**src/hw/rtl/lcch_pkg.sv**
```systemverilog
`timescale 1ns / 1ps

package lcch_pkg;

  localparam int DEF_MAX_CENTROIDS      = 16;
  localparam int DEF_MAX_CELL_SIZE      = 8;
  localparam int DEF_CENTROID_FRAC_BITS = 8;

  localparam int CELL_REG_W = 4;
  localparam int CEN_REG_W  = 5;
  localparam int CFG_IDX_W  = 2;
  localparam int CFG_DATA_W = 5;

  localparam int SLOT_W     = 4;
  localparam int COMP_W     = 16;
  localparam int PIX_W      = 8;
  localparam int BIN_IDX_W  = 4;
  localparam int BIN_CNT_W  = 7;
  localparam int IN_DATA_W  = 80;
  localparam int OUT_DATA_W = 16;

  localparam logic [CELL_REG_W-1:0] CELL_SIZE_RESET = CELL_REG_W'(4);
  localparam logic [CEN_REG_W-1:0]  CENTROIDS_RESET = CEN_REG_W'(16);

  localparam logic [CFG_IDX_W-1:0] REG_CELL_SIZE = CFG_IDX_W'(0);
  localparam logic [CFG_IDX_W-1:0] REG_CENTROIDS = CFG_IDX_W'(1);

  localparam logic OP_LOAD  = 1'b0;
  localparam logic OP_PIXEL = 1'b1;

  typedef struct packed {
    logic tbl_write;
    logic pix_capture;
    logic scan_issue;
    logic hist_inc;
    logic emit_load;
    logic hist_clear;
  } lcch_cmd_t;

  typedef struct packed {
    logic scan_last;
    logic best_valid;
    logic cell_end;
    logic emit_last;
    logic out_free;
  } lcch_status_t;

endpackage

```
**src/hw/rtl/lcch_ctrl.sv**
```systemverilog
`timescale 1ns / 1ps

module lcch_ctrl import lcch_pkg::*; (
  input  logic         clk,
  input  logic         rst,
  input  logic         in_valid,
  input  logic         in_op,
  input  lcch_status_t status,
  output logic         in_ready,
  output lcch_cmd_t    cmd
);

  typedef enum logic [1:0] {
    ST_IDLE,
    ST_SCAN,
    ST_WAIT,
    ST_EMIT
  } state_t;

  state_t state;
  state_t state_next;

  always_comb begin
    state_next = state;
    cmd        = '0;
    case (state)
      ST_IDLE: begin
        if (in_valid) begin
          if (in_op == OP_PIXEL) begin
            cmd.pix_capture = 1'b1;
            state_next      = ST_SCAN;
          end else begin
            cmd.tbl_write = 1'b1;
          end
        end
      end
      ST_SCAN: begin
        cmd.scan_issue = 1'b1;
        if (status.scan_last) begin
          state_next = ST_WAIT;
        end
      end
      ST_WAIT: begin
        if (status.best_valid) begin
          cmd.hist_inc = 1'b1;
          state_next   = status.cell_end ? ST_EMIT : ST_IDLE;
        end
      end
      ST_EMIT: begin
        if (status.out_free) begin
          cmd.emit_load = 1'b1;
          if (status.emit_last) begin
            cmd.hist_clear = 1'b1;
            state_next     = ST_IDLE;
          end
        end
      end
      default: begin
        state_next = ST_IDLE;
      end
    endcase
  end

  always_ff @(posedge clk) begin
    if (rst) begin
      state <= ST_IDLE;
    end else begin
      state <= state_next;
    end
  end

  assign in_ready = (state == ST_IDLE);

endmodule

```
**src/hw/rtl/lcch_datapath.sv**
```systemverilog
`timescale 1ns / 1ps

module lcch_datapath import lcch_pkg::*; #(
  parameter int MAX_CENTROIDS      = DEF_MAX_CENTROIDS,
  parameter int MAX_CELL_SIZE      = DEF_MAX_CELL_SIZE,
  parameter int CENTROID_FRAC_BITS = DEF_CENTROID_FRAC_BITS
) (
  input  logic                  clk,
  input  logic                  rst,
  input  lcch_cmd_t             cmd,
  input  logic [CELL_REG_W-1:0] cfg_side,
  input  logic [CEN_REG_W-1:0]  cfg_centroids,
  input  logic [SLOT_W-1:0]     in_slot,
  input  logic [COMP_W-1:0]     in_cen_l,
  input  logic [COMP_W-1:0]     in_cen_a,
  input  logic [COMP_W-1:0]     in_cen_b,
  input  logic [PIX_W-1:0]      in_pix_l,
  input  logic [PIX_W-1:0]      in_pix_a,
  input  logic [PIX_W-1:0]      in_pix_b,
  input  logic                  out_ready,
  output lcch_status_t          status,
  output logic                  out_valid,
  output logic [BIN_IDX_W-1:0]  out_index,
  output logic [BIN_CNT_W-1:0]  out_count,
  output logic                  out_last
);

  localparam int IDX_W  = (MAX_CENTROIDS > 1) ? $clog2(MAX_CENTROIDS) : 1;
  localparam int NW     = ($clog2(MAX_CENTROIDS + 1) > CEN_REG_W) ?
                          $clog2(MAX_CENTROIDS + 1) : CEN_REG_W;
  localparam int SW     = ($clog2(MAX_CELL_SIZE + 1) > CELL_REG_W) ?
                          $clog2(MAX_CELL_SIZE + 1) : CELL_REG_W;
  localparam int PW     = 2 * SW;
  localparam int CNT_W  = $clog2(MAX_CELL_SIZE * MAX_CELL_SIZE + 1);
  localparam int SH_W   = PIX_W + CENTROID_FRAC_BITS;
  localparam int DIFF_W = (SH_W > COMP_W) ? SH_W : COMP_W;
  localparam int SQ_W   = 2 * DIFF_W;
  localparam int DIST_W = SQ_W + 2;

  function automatic logic [DIFF_W-1:0] abs_diff(input logic [PIX_W-1:0] pix,
                                                 input logic [COMP_W-1:0] cen);
    logic [DIFF_W-1:0] p;
    logic [DIFF_W-1:0] c;
    p = DIFF_W'(pix) << CENTROID_FRAC_BITS;
    c = DIFF_W'(cen);
    abs_diff = (p >= c) ? (p - c) : (c - p);
  endfunction

  // Effective register values after clamping to the legal range.
  logic [NW-1:0]    n_ext;
  logic [IDX_W-1:0] last_idx;
  logic [SW-1:0]    side_ext;
  logic [SW-1:0]    side_eff;
  logic [PW-1:0]    per_cell;

  always_comb begin
    n_ext = NW'(cfg_centroids);
    if (n_ext == '0) begin
      last_idx = '0;
    end else if (n_ext > NW'(MAX_CENTROIDS)) begin
      last_idx = IDX_W'(MAX_CENTROIDS - 1);
    end else begin
      last_idx = IDX_W'(n_ext - NW'(1));
    end
    side_ext = SW'(cfg_side);
    if (side_ext == '0) begin
      side_eff = SW'(1);
    end else if (side_ext > SW'(MAX_CELL_SIZE)) begin
      side_eff = SW'(MAX_CELL_SIZE);
    end else begin
      side_eff = side_ext;
    end
    per_cell = PW'(side_eff) * PW'(side_eff);
  end

  logic [3*COMP_W-1:0] tbl [MAX_CENTROIDS];
  logic [3*COMP_W-1:0] rd_data;
  logic [PIX_W-1:0]    pix_l;
  logic [PIX_W-1:0]    pix_a;
  logic [PIX_W-1:0]    pix_b;
  logic [IDX_W-1:0]    k;

  always_ff @(posedge clk) begin
    if (cmd.tbl_write && (32'(in_slot) < 32'(MAX_CENTROIDS))) begin
      tbl[IDX_W'(in_slot)] <= {in_cen_b, in_cen_a, in_cen_l};
    end
    if (cmd.scan_issue) begin
      rd_data <= tbl[k];
    end
    if (cmd.pix_capture) begin
      pix_l <= in_pix_l;
      pix_a <= in_pix_a;
      pix_b <= in_pix_b;
    end
  end

  // Stage one is the table read, stage two the squares, stage three the compare.
  logic             v1;
  logic             first1;
  logic             last1;
  logic [IDX_W-1:0] idx1;
  logic             v2;
  logic             first2;
  logic             last2;
  logic [IDX_W-1:0] idx2;
  logic [SQ_W-1:0]  sq_l;
  logic [SQ_W-1:0]  sq_a;
  logic [SQ_W-1:0]  sq_b;
  logic [DIFF_W-1:0] d_l;
  logic [DIFF_W-1:0] d_a;
  logic [DIFF_W-1:0] d_b;
  logic [DIST_W-1:0] dist_sum;
  logic [DIST_W-1:0] best_dist;
  logic [IDX_W-1:0]  best_idx;
  logic              best_valid;

  assign d_l      = abs_diff(pix_l, rd_data[COMP_W-1:0]);
  assign d_a      = abs_diff(pix_a, rd_data[2*COMP_W-1:COMP_W]);
  assign d_b      = abs_diff(pix_b, rd_data[3*COMP_W-1:2*COMP_W]);
  assign dist_sum = DIST_W'(sq_l) + DIST_W'(sq_a) + DIST_W'(sq_b);

  always_ff @(posedge clk) begin
    if (rst) begin
      k          <= '0;
      v1         <= 1'b0;
      v2         <= 1'b0;
      best_valid <= 1'b0;
    end else begin
      if (cmd.pix_capture) begin
        k <= '0;
      end else if (cmd.scan_issue) begin
        k <= k + IDX_W'(1);
      end
      v1 <= cmd.scan_issue;
      v2 <= v1;
      if (cmd.pix_capture) begin
        best_valid <= 1'b0;
      end else if (v2 && last2) begin
        best_valid <= 1'b1;
      end
    end
  end

  always_ff @(posedge clk) begin
    first1 <= (k == '0);
    last1  <= (k == last_idx);
    idx1   <= k;
    first2 <= first1;
    last2  <= last1;
    idx2   <= idx1;
    sq_l   <= SQ_W'(d_l) * SQ_W'(d_l);
    sq_a   <= SQ_W'(d_a) * SQ_W'(d_a);
    sq_b   <= SQ_W'(d_b) * SQ_W'(d_b);
    if (v2 && (first2 || (dist_sum < best_dist))) begin
      best_dist <= dist_sum;
      best_idx  <= idx2;
    end
  end

  logic [CNT_W-1:0] hist [MAX_CENTROIDS];
  logic [IDX_W-1:0] hist_addr;
  logic [CNT_W-1:0] hist_rd;
  logic [CNT_W-1:0] pcount;
  logic [IDX_W-1:0] eidx;
  logic             cell_end;

  assign hist_addr = cmd.hist_inc ? best_idx : eidx;
  assign hist_rd   = hist[hist_addr];
  assign cell_end  = (PW'(pcount) + PW'(1)) >= per_cell;

  always_ff @(posedge clk) begin
    if (rst) begin
      for (int i = 0; i < MAX_CENTROIDS; i++) begin
        hist[i] <= '0;
      end
      pcount    <= '0;
      eidx      <= '0;
      out_valid <= 1'b0;
    end else begin
      if (cmd.hist_clear) begin
        for (int i = 0; i < MAX_CENTROIDS; i++) begin
          hist[i] <= '0;
        end
      end else if (cmd.hist_inc) begin
        hist[best_idx] <= hist_rd + CNT_W'(1);
      end
      if (cmd.hist_inc) begin
        pcount <= cell_end ? '0 : pcount + CNT_W'(1);
        eidx   <= '0;
      end else if (cmd.emit_load) begin
        eidx <= eidx + IDX_W'(1);
      end
      if (cmd.emit_load) begin
        out_valid <= 1'b1;
      end else if (out_ready) begin
        out_valid <= 1'b0;
      end
    end
  end

  always_ff @(posedge clk) begin
    if (cmd.emit_load) begin
      out_index <= BIN_IDX_W'(eidx);
      out_count <= BIN_CNT_W'(hist_rd);
      out_last  <= (eidx == last_idx);
    end
  end

  assign status.scan_last  = (k == last_idx);
  assign status.best_valid = best_valid;
  assign status.cell_end   = cell_end;
  assign status.emit_last  = (eidx == last_idx);
  assign status.out_free   = !out_valid || out_ready;

endmodule

```
**src/hw/rtl/lab_centroid_cell_histogram_core.sv**
```systemverilog
`timescale 1ns / 1ps

// Nearest-centroid Lab color histogram over square cells. Load words (tuser 0)
// write one centroid slot each and leave the block ready for the next word. Pixel
// words (tuser 1) are matched against centroids_in_use table entries, one squared
// distance per cycle through the single table read port, so a pixel occupies the
// block until its read, square and compare stages are through. When a cell of the
// cell side squared pixels is complete, one word per centroid in use leaves on the
// master side at up to one per cycle, tlast on the last, and the counts are cleared;
// no input words are taken during that emission. The final count word may still
// wait on the output while the next input word is accepted. Counts are raw; divide
// by the cell side squared for a fraction. No clearing pass follows reset.

module lab_centroid_cell_histogram_core import lcch_pkg::*; #(
  parameter int MAX_CENTROIDS      = DEF_MAX_CENTROIDS,
  parameter int MAX_CELL_SIZE      = DEF_MAX_CELL_SIZE,
  parameter int CENTROID_FRAC_BITS = DEF_CENTROID_FRAC_BITS
) (
  input  logic                  clk,
  input  logic                  rst,
  input  logic                  s_axis_tvalid,
  output logic                  s_axis_tready,
  // centroid_index, centroid_light, centroid_green_red, centroid_blue_yellow,
  // pixel_light, pixel_green_red, pixel_blue_yellow, zero fill
  input  logic [IN_DATA_W-1:0]  s_axis_tdata,
  // operation
  input  logic                  s_axis_tuser,
  output logic                  m_axis_tvalid,
  input  logic                  m_axis_tready,
  // bin_index, bin_count, zero fill
  output logic [OUT_DATA_W-1:0] m_axis_tdata,
  output logic                  m_axis_tlast,
  input  logic                  cfg_valid,
  output logic                  cfg_ready,
  input  logic [CFG_IDX_W-1:0]  cfg_index,
  input  logic [CFG_DATA_W-1:0] cfg_data
);

  logic [CELL_REG_W-1:0] cell_side;
  logic [CEN_REG_W-1:0]  centroids_in_use;

  assign cfg_ready = 1'b1;

  always_ff @(posedge clk) begin
    if (rst) begin
      cell_side        <= CELL_SIZE_RESET;
      centroids_in_use <= CENTROIDS_RESET;
    end else if (cfg_valid) begin
      case (cfg_index)
        REG_CELL_SIZE: begin
          cell_side <= cfg_data[CELL_REG_W-1:0];
        end
        REG_CENTROIDS: begin
          centroids_in_use <= cfg_data[CEN_REG_W-1:0];
        end
        default: begin
        end
      endcase
    end
  end

  lcch_cmd_t             cmd;
  lcch_status_t          status;
  logic [BIN_IDX_W-1:0]  out_index;
  logic [BIN_CNT_W-1:0]  out_count;

  lcch_ctrl u_ctrl (
    .clk      (clk),
    .rst      (rst),
    .in_valid (s_axis_tvalid),
    .in_op    (s_axis_tuser),
    .status   (status),
    .in_ready (s_axis_tready),
    .cmd      (cmd)
  );

  lcch_datapath #(
    .MAX_CENTROIDS      (MAX_CENTROIDS),
    .MAX_CELL_SIZE      (MAX_CELL_SIZE),
    .CENTROID_FRAC_BITS (CENTROID_FRAC_BITS)
  ) u_datapath (
    .clk           (clk),
    .rst           (rst),
    .cmd           (cmd),
    .cfg_side      (cell_side),
    .cfg_centroids (centroids_in_use),
    .in_slot       (s_axis_tdata[3:0]),
    .in_cen_l      (s_axis_tdata[19:4]),
    .in_cen_a      (s_axis_tdata[35:20]),
    .in_cen_b      (s_axis_tdata[51:36]),
    .in_pix_l      (s_axis_tdata[59:52]),
    .in_pix_a      (s_axis_tdata[67:60]),
    .in_pix_b      (s_axis_tdata[75:68]),
    .out_ready     (m_axis_tready),
    .status        (status),
    .out_valid     (m_axis_tvalid),
    .out_index     (out_index),
    .out_count     (out_count),
    .out_last      (m_axis_tlast)
  );

  assign m_axis_tdata = {(OUT_DATA_W - BIN_CNT_W - BIN_IDX_W)'(0), out_count, out_index};

endmodule

```
**config.mk**
```make
export PLATFORM = sky130hd
export DESIGN_NAME = lab_centroid_cell_histogram_core
export DESIGN_NICKNAME = d
export VERILOG_FILES = /design/src/hw/rtl/lcch_pkg.sv /design/src/hw/rtl/lcch_ctrl.sv /design/src/hw/rtl/lcch_datapath.sv /design/src/hw/rtl/lab_centroid_cell_histogram_core.sv
export SDC_FILE = /design/constraint.sdc
export NUM_CORES = 2
export LEC_CHECK = 0
export ABC_AREA = 1
export BUFFER_PORTS_ARGS = -buffer_cell sky130_fd_sc_hd__buf_2
export CAP_MARGIN = 40
export CORE_MARGIN = 3
export CORE_UTILIZATION = 50
export CTS_CLUSTER_SIZE = 20
export DETAILED_ROUTE_END_ITERATION = 7
export GPL_TIMING_DRIVEN = 0
export PLACE_DENSITY_LB_ADDON = 0.2
export REMOVE_ABC_BUFFERS = 1
export SYNTH_ARGS = -nofsm -noshare
export SYNTH_HDL_FRONTEND = slang
export SYNTH_SLANG_ARGS = --single-unit
```
**constraint.sdc**
```tcl
create_clock -name clk -period 8.8 [get_ports clk]
set_clock_uncertainty 0.2 [all_clocks]
set_input_delay 2.64 -clock clk [delete_from_list [all_inputs] [get_ports clk]]
set_output_delay 2.64 -clock clk [all_outputs]
set_load 0.02 [all_outputs]
```
# Yosys cells after proc, flatten, opt, wreduce, memory -nomap -nowiden

Memory sizes are Yosys's and may differ from the RTL's. A register that Yosys moved wholly into a read port is not among the register bits.
Cells that the tools add are included.

Add/sub/neg operators: 14
Multiply operators: 4
Order comparisons: 7
Eq/ne operators: 12
Muxes and demuxes: 59
Bitwise logic cells: 16
Reduce and logical (&&, ||, !) cells: 17

Operators with widths:

| cell                                                          | number |
|---|---|
| 7-bit two-way mux                                             | 18 |
| 16-bit by 16-bit multiplier with 32-bit output                | 3 |
| 16-bit subtractor                                             | 6 |
| 16-bit >= comparator                                          | 3 |
| 16-bit two-way mux                                            | 3 |
| 34-bit by 32-bit adder with 34-bit output                     | 1 |
| 34-bit < comparator                                           | 1 |
| 32-bit by 32-bit adder with 33-bit output                     | 1 |
| 4-bit two-way mux                                             | 6 |
| 2-bit two-way mux                                             | 11 |
| 1-bit two-way mux                                             | 20 |
| 1-bit OR                                                      | 16 |
| 7-bit by 1-bit adder with 7-bit output, second input constant | 2 |
| 4-bit by 1-bit adder with 4-bit output, second input constant | 2 |
| 7-bit by 1-bit adder with 8-bit output, second input constant | 1 |
| 4-bit equality test                                           | 2 |
| 8-bit >= comparator                                           | 1 |
| 4-bit zero test                                               | 2 |
| 4-bit by 4-bit multiplier with 8-bit output                   | 1 |
| 2-bit != test, second input constant                          | 4 |
| 2-bit case mux with 4 select lines                            | 1 |
| 7-bit OR reduction                                            | 1 |
| 6-bit AND reduction                                           | 1 |
| 5-bit greater-than comparator, second input constant          | 1 |
| 13 further kinds                                              | 21 |

Register bits after elaboration: 212
Memory bits (writable): 880
Output and inout port bits: 20
Memories kept: 2

Memory list:

| name            | depth | bits a word | rd ports | clocked after memory_dff | write ports | line                 | RTL |
|---|---|---|---|---|---|---|---|
| u_datapath.tbl  | 16    | 48          | 1        | 1                        | 1           | lcch_datapath.sv:76  | `logic [3*COMP_W-1:0] tbl [MAX_CENTROIDS];` |
| u_datapath.hist | 16    | 7           | 1        | 0                        | 16          | lcch_datapath.sv:160 | `logic [CNT_W-1:0] hist [MAX_CENTROIDS];` |

# Depth between registers and ports, before layout

Depth after elaboration: 12
Mapped depth: 40

# Hierarchy

A second synthesis with hierarchy kept.

Cells, all modules: 6,891
Area total of the unflattened synthesis: 70,596.5 sq um

Modules (own cells, without submodules):

| module                           | instances | cells an instance | area an instance (sq um) | seq. area each (sq um) |
|---|---|---|---|---|
| lcch_datapath                    | 1         | 6,789             | 69,938.3                 | 32,571.2 |
| lab_centroid_cell_histogram_core | 1         | 64                | 452.9                    | 180.2 |
| lcch_ctrl                        | 1         | 38                | 205.2                    | 40.0 |

# Least setup slack after synthesis

Ideal clock, no wire load.

Path kind: register -> register
Start point: register u_datapath.rd_data[32], read port of u_datapath.tbl
End point: register u_datapath.sq_b[27]
Data arrival time: 7,176 ps
Required time: 8,528 ps
Setup slack: 1,353 ps
Cell stages (with the launch flop): 34
Path buffers: 1
Clock period less this slack: 7,447 ps
Path through: edfxtp_1 > clkinv_1 > clkbuf_1 > ha_1 > nand3_1 > nor2_1 > nand4_1 > nor2_1 > nor2_2 > or2_2 > xor2_1 > nor2_1 > fa_1 > inv_1 > fa_1 > inv_1 > fa_1 > inv_1 > fa_1 > inv_1 > fa_1 > inv_1 > fa_1 > inv_1 > ha_1 > nand2_1 > nor2_1 > inv_1 > o21bai_1 > a21boi_0 > o21bai_1 > nand2_1 > nand2_1 > xor2_1

Longest elaborated chain between the ends: 3

Ends and longest elaborated chain:

| element                                                          | line                 | RTL |
|---|---|---|
| start: declaration                                               | lcch_datapath.sv:77  | `logic [3*COMP_W-1:0] rd_data;` |
| 16-bit subtractor / 16-bit >= comparator (equally long branches) | lcch_datapath.sv:46  | `abs_diff = (p >= c) ? (p - c) : (c - p);` |
| 16-bit two-way mux *                                             | lcch_datapath.sv:46  |  |
| 16-bit by 16-bit multiplier with 32-bit output *                 | lcch_datapath.sv:153 | `sq_b <= SQ_W'(d_b) * SQ_W'(d_b);` |
| end signal: assignment                                           | lcch_datapath.sv:153 |  |
| end: declaration                                                 | lcch_datapath.sv:108 | `logic [SQ_W-1:0] sq_b;` |

Mark *: on every way between the ends. The rest lies on a longest branch, timed or not.
A chain may end at the register's enable or synchronous reset.

# Final worst setup path

Start point: register u_datapath.rd_data[0], read port of u_datapath.tbl
End point: register u_datapath.sq_l[24]

Longest elaborated chain between the ends: 3

Ends and longest elaborated chain:

| element                                                          | line                 | RTL |
|---|---|---|
| 16-bit subtractor / 16-bit >= comparator (equally long branches) | lcch_datapath.sv:46  |  |
| 16-bit two-way mux *                                             | lcch_datapath.sv:46  |  |
| 16-bit by 16-bit multiplier with 32-bit output *                 | lcch_datapath.sv:151 | `sq_l <= SQ_W'(d_l) * SQ_W'(d_l);` |
| end signal: assignment                                           | lcch_datapath.sv:151 |  |
| end: declaration                                                 | lcch_datapath.sv:106 | `logic [SQ_W-1:0] sq_l;` |

Marked as above.

==> flow_summary.ini <==
[status]
status = finished clean

[critical_path]
critPathCaptureType = flip-flop
crit_path_frequent_cell = fa_1
critical_path.slowest_cell = edfxtp_1
cp-start-kind = flip-flop
path_delay_family = adder cells
critPathArrivalTime_ns = 8.82
path_max_fanout = 20
path_buf_inv = 5
criticalPathCategory = reg -> reg
required_ns = 9.23
slowest_delay_ns = 0.63

[synth]
yosysMostFrequentCell = inv_1
synth_cells = 7002
synth_edf_count = 1002
avgSynthCellArea_um2 = 10.2
synth_fa_ha_area_share_pct = 21.9
yosys.area.top_type = edfxtp_1
async_flop_share_pct = 0
synth_top_family_by_area = adder cells
synthXorXnorAreaFrac_pct = 2.88
synth.cell_area_mm2 = 0.0711
synth_compound_gate_area_share_pct = 9.51
ys_seq_elements = 1137
seq_area_frac_synth_pct = 46.1
synth_cell_types = 57
yosys.area_share.simple_pct = 12.4
netlist_top_cells_count = inv_1, edfxtp_1, nor2_1, nand2_1, o21ai_0
muxShareOfSynthArea_pct = 0
synth-main-ff-cell = edfxtp_1
ys_top_cells_by_area = edfxtp_1, fa_1, ha_1
synth_top_area_share_pct = 42.3
yosysWarnings = 0

[finish]
nFillCells = 12000
regArea_mm2 = 0.0328
multiInputGateArea_mm2 = 0.0336
area_growth_pct = 11.3
final_net_count = 8145
final_layout_size_suffix_gt1_share_pct = 6.80

[die]
die_area_mm2 = 0.147
core-area_mm2 = 0.140
io_pins = 113
dieHeight_um = 383
die_x_um = 383
start_util_pct = 50.6
rows = 137

[grt]
track_usage_pct = 24.1
met2_usage_pct = 40.1
grt_pass1_vias = 49200
grt_use_met3_pct = 3.06
grt_pass1_wl_um = 277000
grt.met1_usage_pct = 33.4
grt_max_degree = 157
antenna_found_initial = 20
grt-ovfl-total = 0
grt.busiest_layer = met2

[placed_design]
portBuffers = 102
gp_congestion = 0.937
hpwl_um = 126000
place_ws_ns = -0.935

[timing]
drv_slew = 0
setup_slack_ns = 0.409
max_freq_mhz = 119
worstMarginPinSlew_ns = 0.946
post-route-period-util_pct = 95.4
finalSetupViolations = 0
grt_setup_unrepaired = no
final_hold_viol_count = 0
maxSlewHeadroom_pct = 36.4
fin_crit_ns = 8.39

[clock_network]
path_clk_slew_ns = 0.06
cts.htree.levels = 3
cts_tree = built
cts_made_buffers = 114
clk_latency_ns = 0.75
cts_root_buf = clkbuf_16
cts_buffer_depth = 3
clock_sinks = 1137

[drt]
drt_pass1_iterations = 6
via_per_inst = 5.47
antenna_left = 0
wl_um = 177000
drt_iter0_markers = 3883
drc = 0
vias = 49700
routedWlPerCell_um = 19.5

[hold_path]
hold_class = reg -> reg

[flow_run]
cap_viol_max_count = 0
[kinds of logic after synthesis]
family	count (synthesis)
simple gates	2188
buf+inv	1331
compound gates	1174
flops	1137
fa+ha+maj	947
xor+xnor	223
other cells	2
[cells in the final DEF, fill, tap and decap left out, types with 15 or more instances in the layout]
cell	n
clkinv_1	36
nand3_1	254
inv_1	1068
a31oi_1	22
buf_4	23
nor3_1	48
nor2_4	20
nand3b_1	18
clkbuf_16	118
buf_2	102
dfxtp_1	131
xor2_1	153
xnor2_1	56
edfxtp_1	1002
clkbuf_1	15
o221ai_1	70
nand2_1	833
o211ai_1	49
nor2_1	948
o21ai_0	539
o22ai_1	129
buf_12	36
ha_1	456
nand4_1	30
clkinv_2	27
buf_16	34
a21oi_1	245
o21bai_1	22
fa_1	491
a21o_1	20
o21a_1	21
[repair_timing]
action,4_1_cts,5_1_grt
setup endpoints to repair,42,33
resized for setup,12,34
pin swaps,0,5
hold buffers,0,0
setup buffers,0,13
[registers in the layout (all words and copies together), names as in the netlist, 5 cells and up]
name                  cells
centroids_in_use          5
u_datapath.best_dist     34
u_datapath.hist         112
u_datapath.out_count      7
u_datapath.pcount         7
u_datapath.pix_a          8
u_datapath.pix_b          8
u_datapath.pix_l          8
u_datapath.rd_data       48
u_datapath.sq_a          31
u_datapath.sq_b          31
u_datapath.sq_l          31
u_datapath.tbl          768
[through the flow]
stage	std cells	cell area, µm²	hold WS (ns)	util (%)	TNS (ns)
CTS	9066	78800	0.127	56.2	0
global route	9081	79100	0.124	56.4	0
global placement	8762	73000	0.111	52.0	-1800.71
floorplan	6784	70100	0.110	-	-245.92
finish	9086	79100	0.126	56.4	0
detailed placement	8852	75000	0.113	53.4	-17.05
[layer usage]
metal / up-vias / part of all wire, %
li1: 23500 / -
met1: 24300 / 43
met2: 1504 / 48
met3: 298 / 6.1
met4: 10 / 2.3
met5: - / 0.042
[layout make-up]
cell class / instances / share of cell area, %
clock buffers: 140 / 3.92
clock inverters: 74 / 0.778
multi-input cells: 4541 / 42.4
flip-flops and latches: 1137 / 41.4
well taps: 1876 / 2.97
diodes: 7 / 0.0221
inverters: 1106 / 5.33
repair buffers: 205 / 3.12
[worst paths after layout]
path,slack (ns),cells after the start,endpoint,startpoint
worst min-delay path,0.13,0,u_datapath.idx2[2],u_datapath.idx1[2]
worst max-delay path,0.41,28,u_datapath.sq_l[24],u_datapath.rd_data[0]
worst max register to register,0.41,28,u_datapath.sq_l[24],u_datapath.rd_data[0]
worst min register to register,0.13,0,u_datapath.idx2[2],u_datapath.idx1[2]
Power is not shown: default switching activity piles up to over one toggle a cycle in this logic, so the estimate is an artifact.
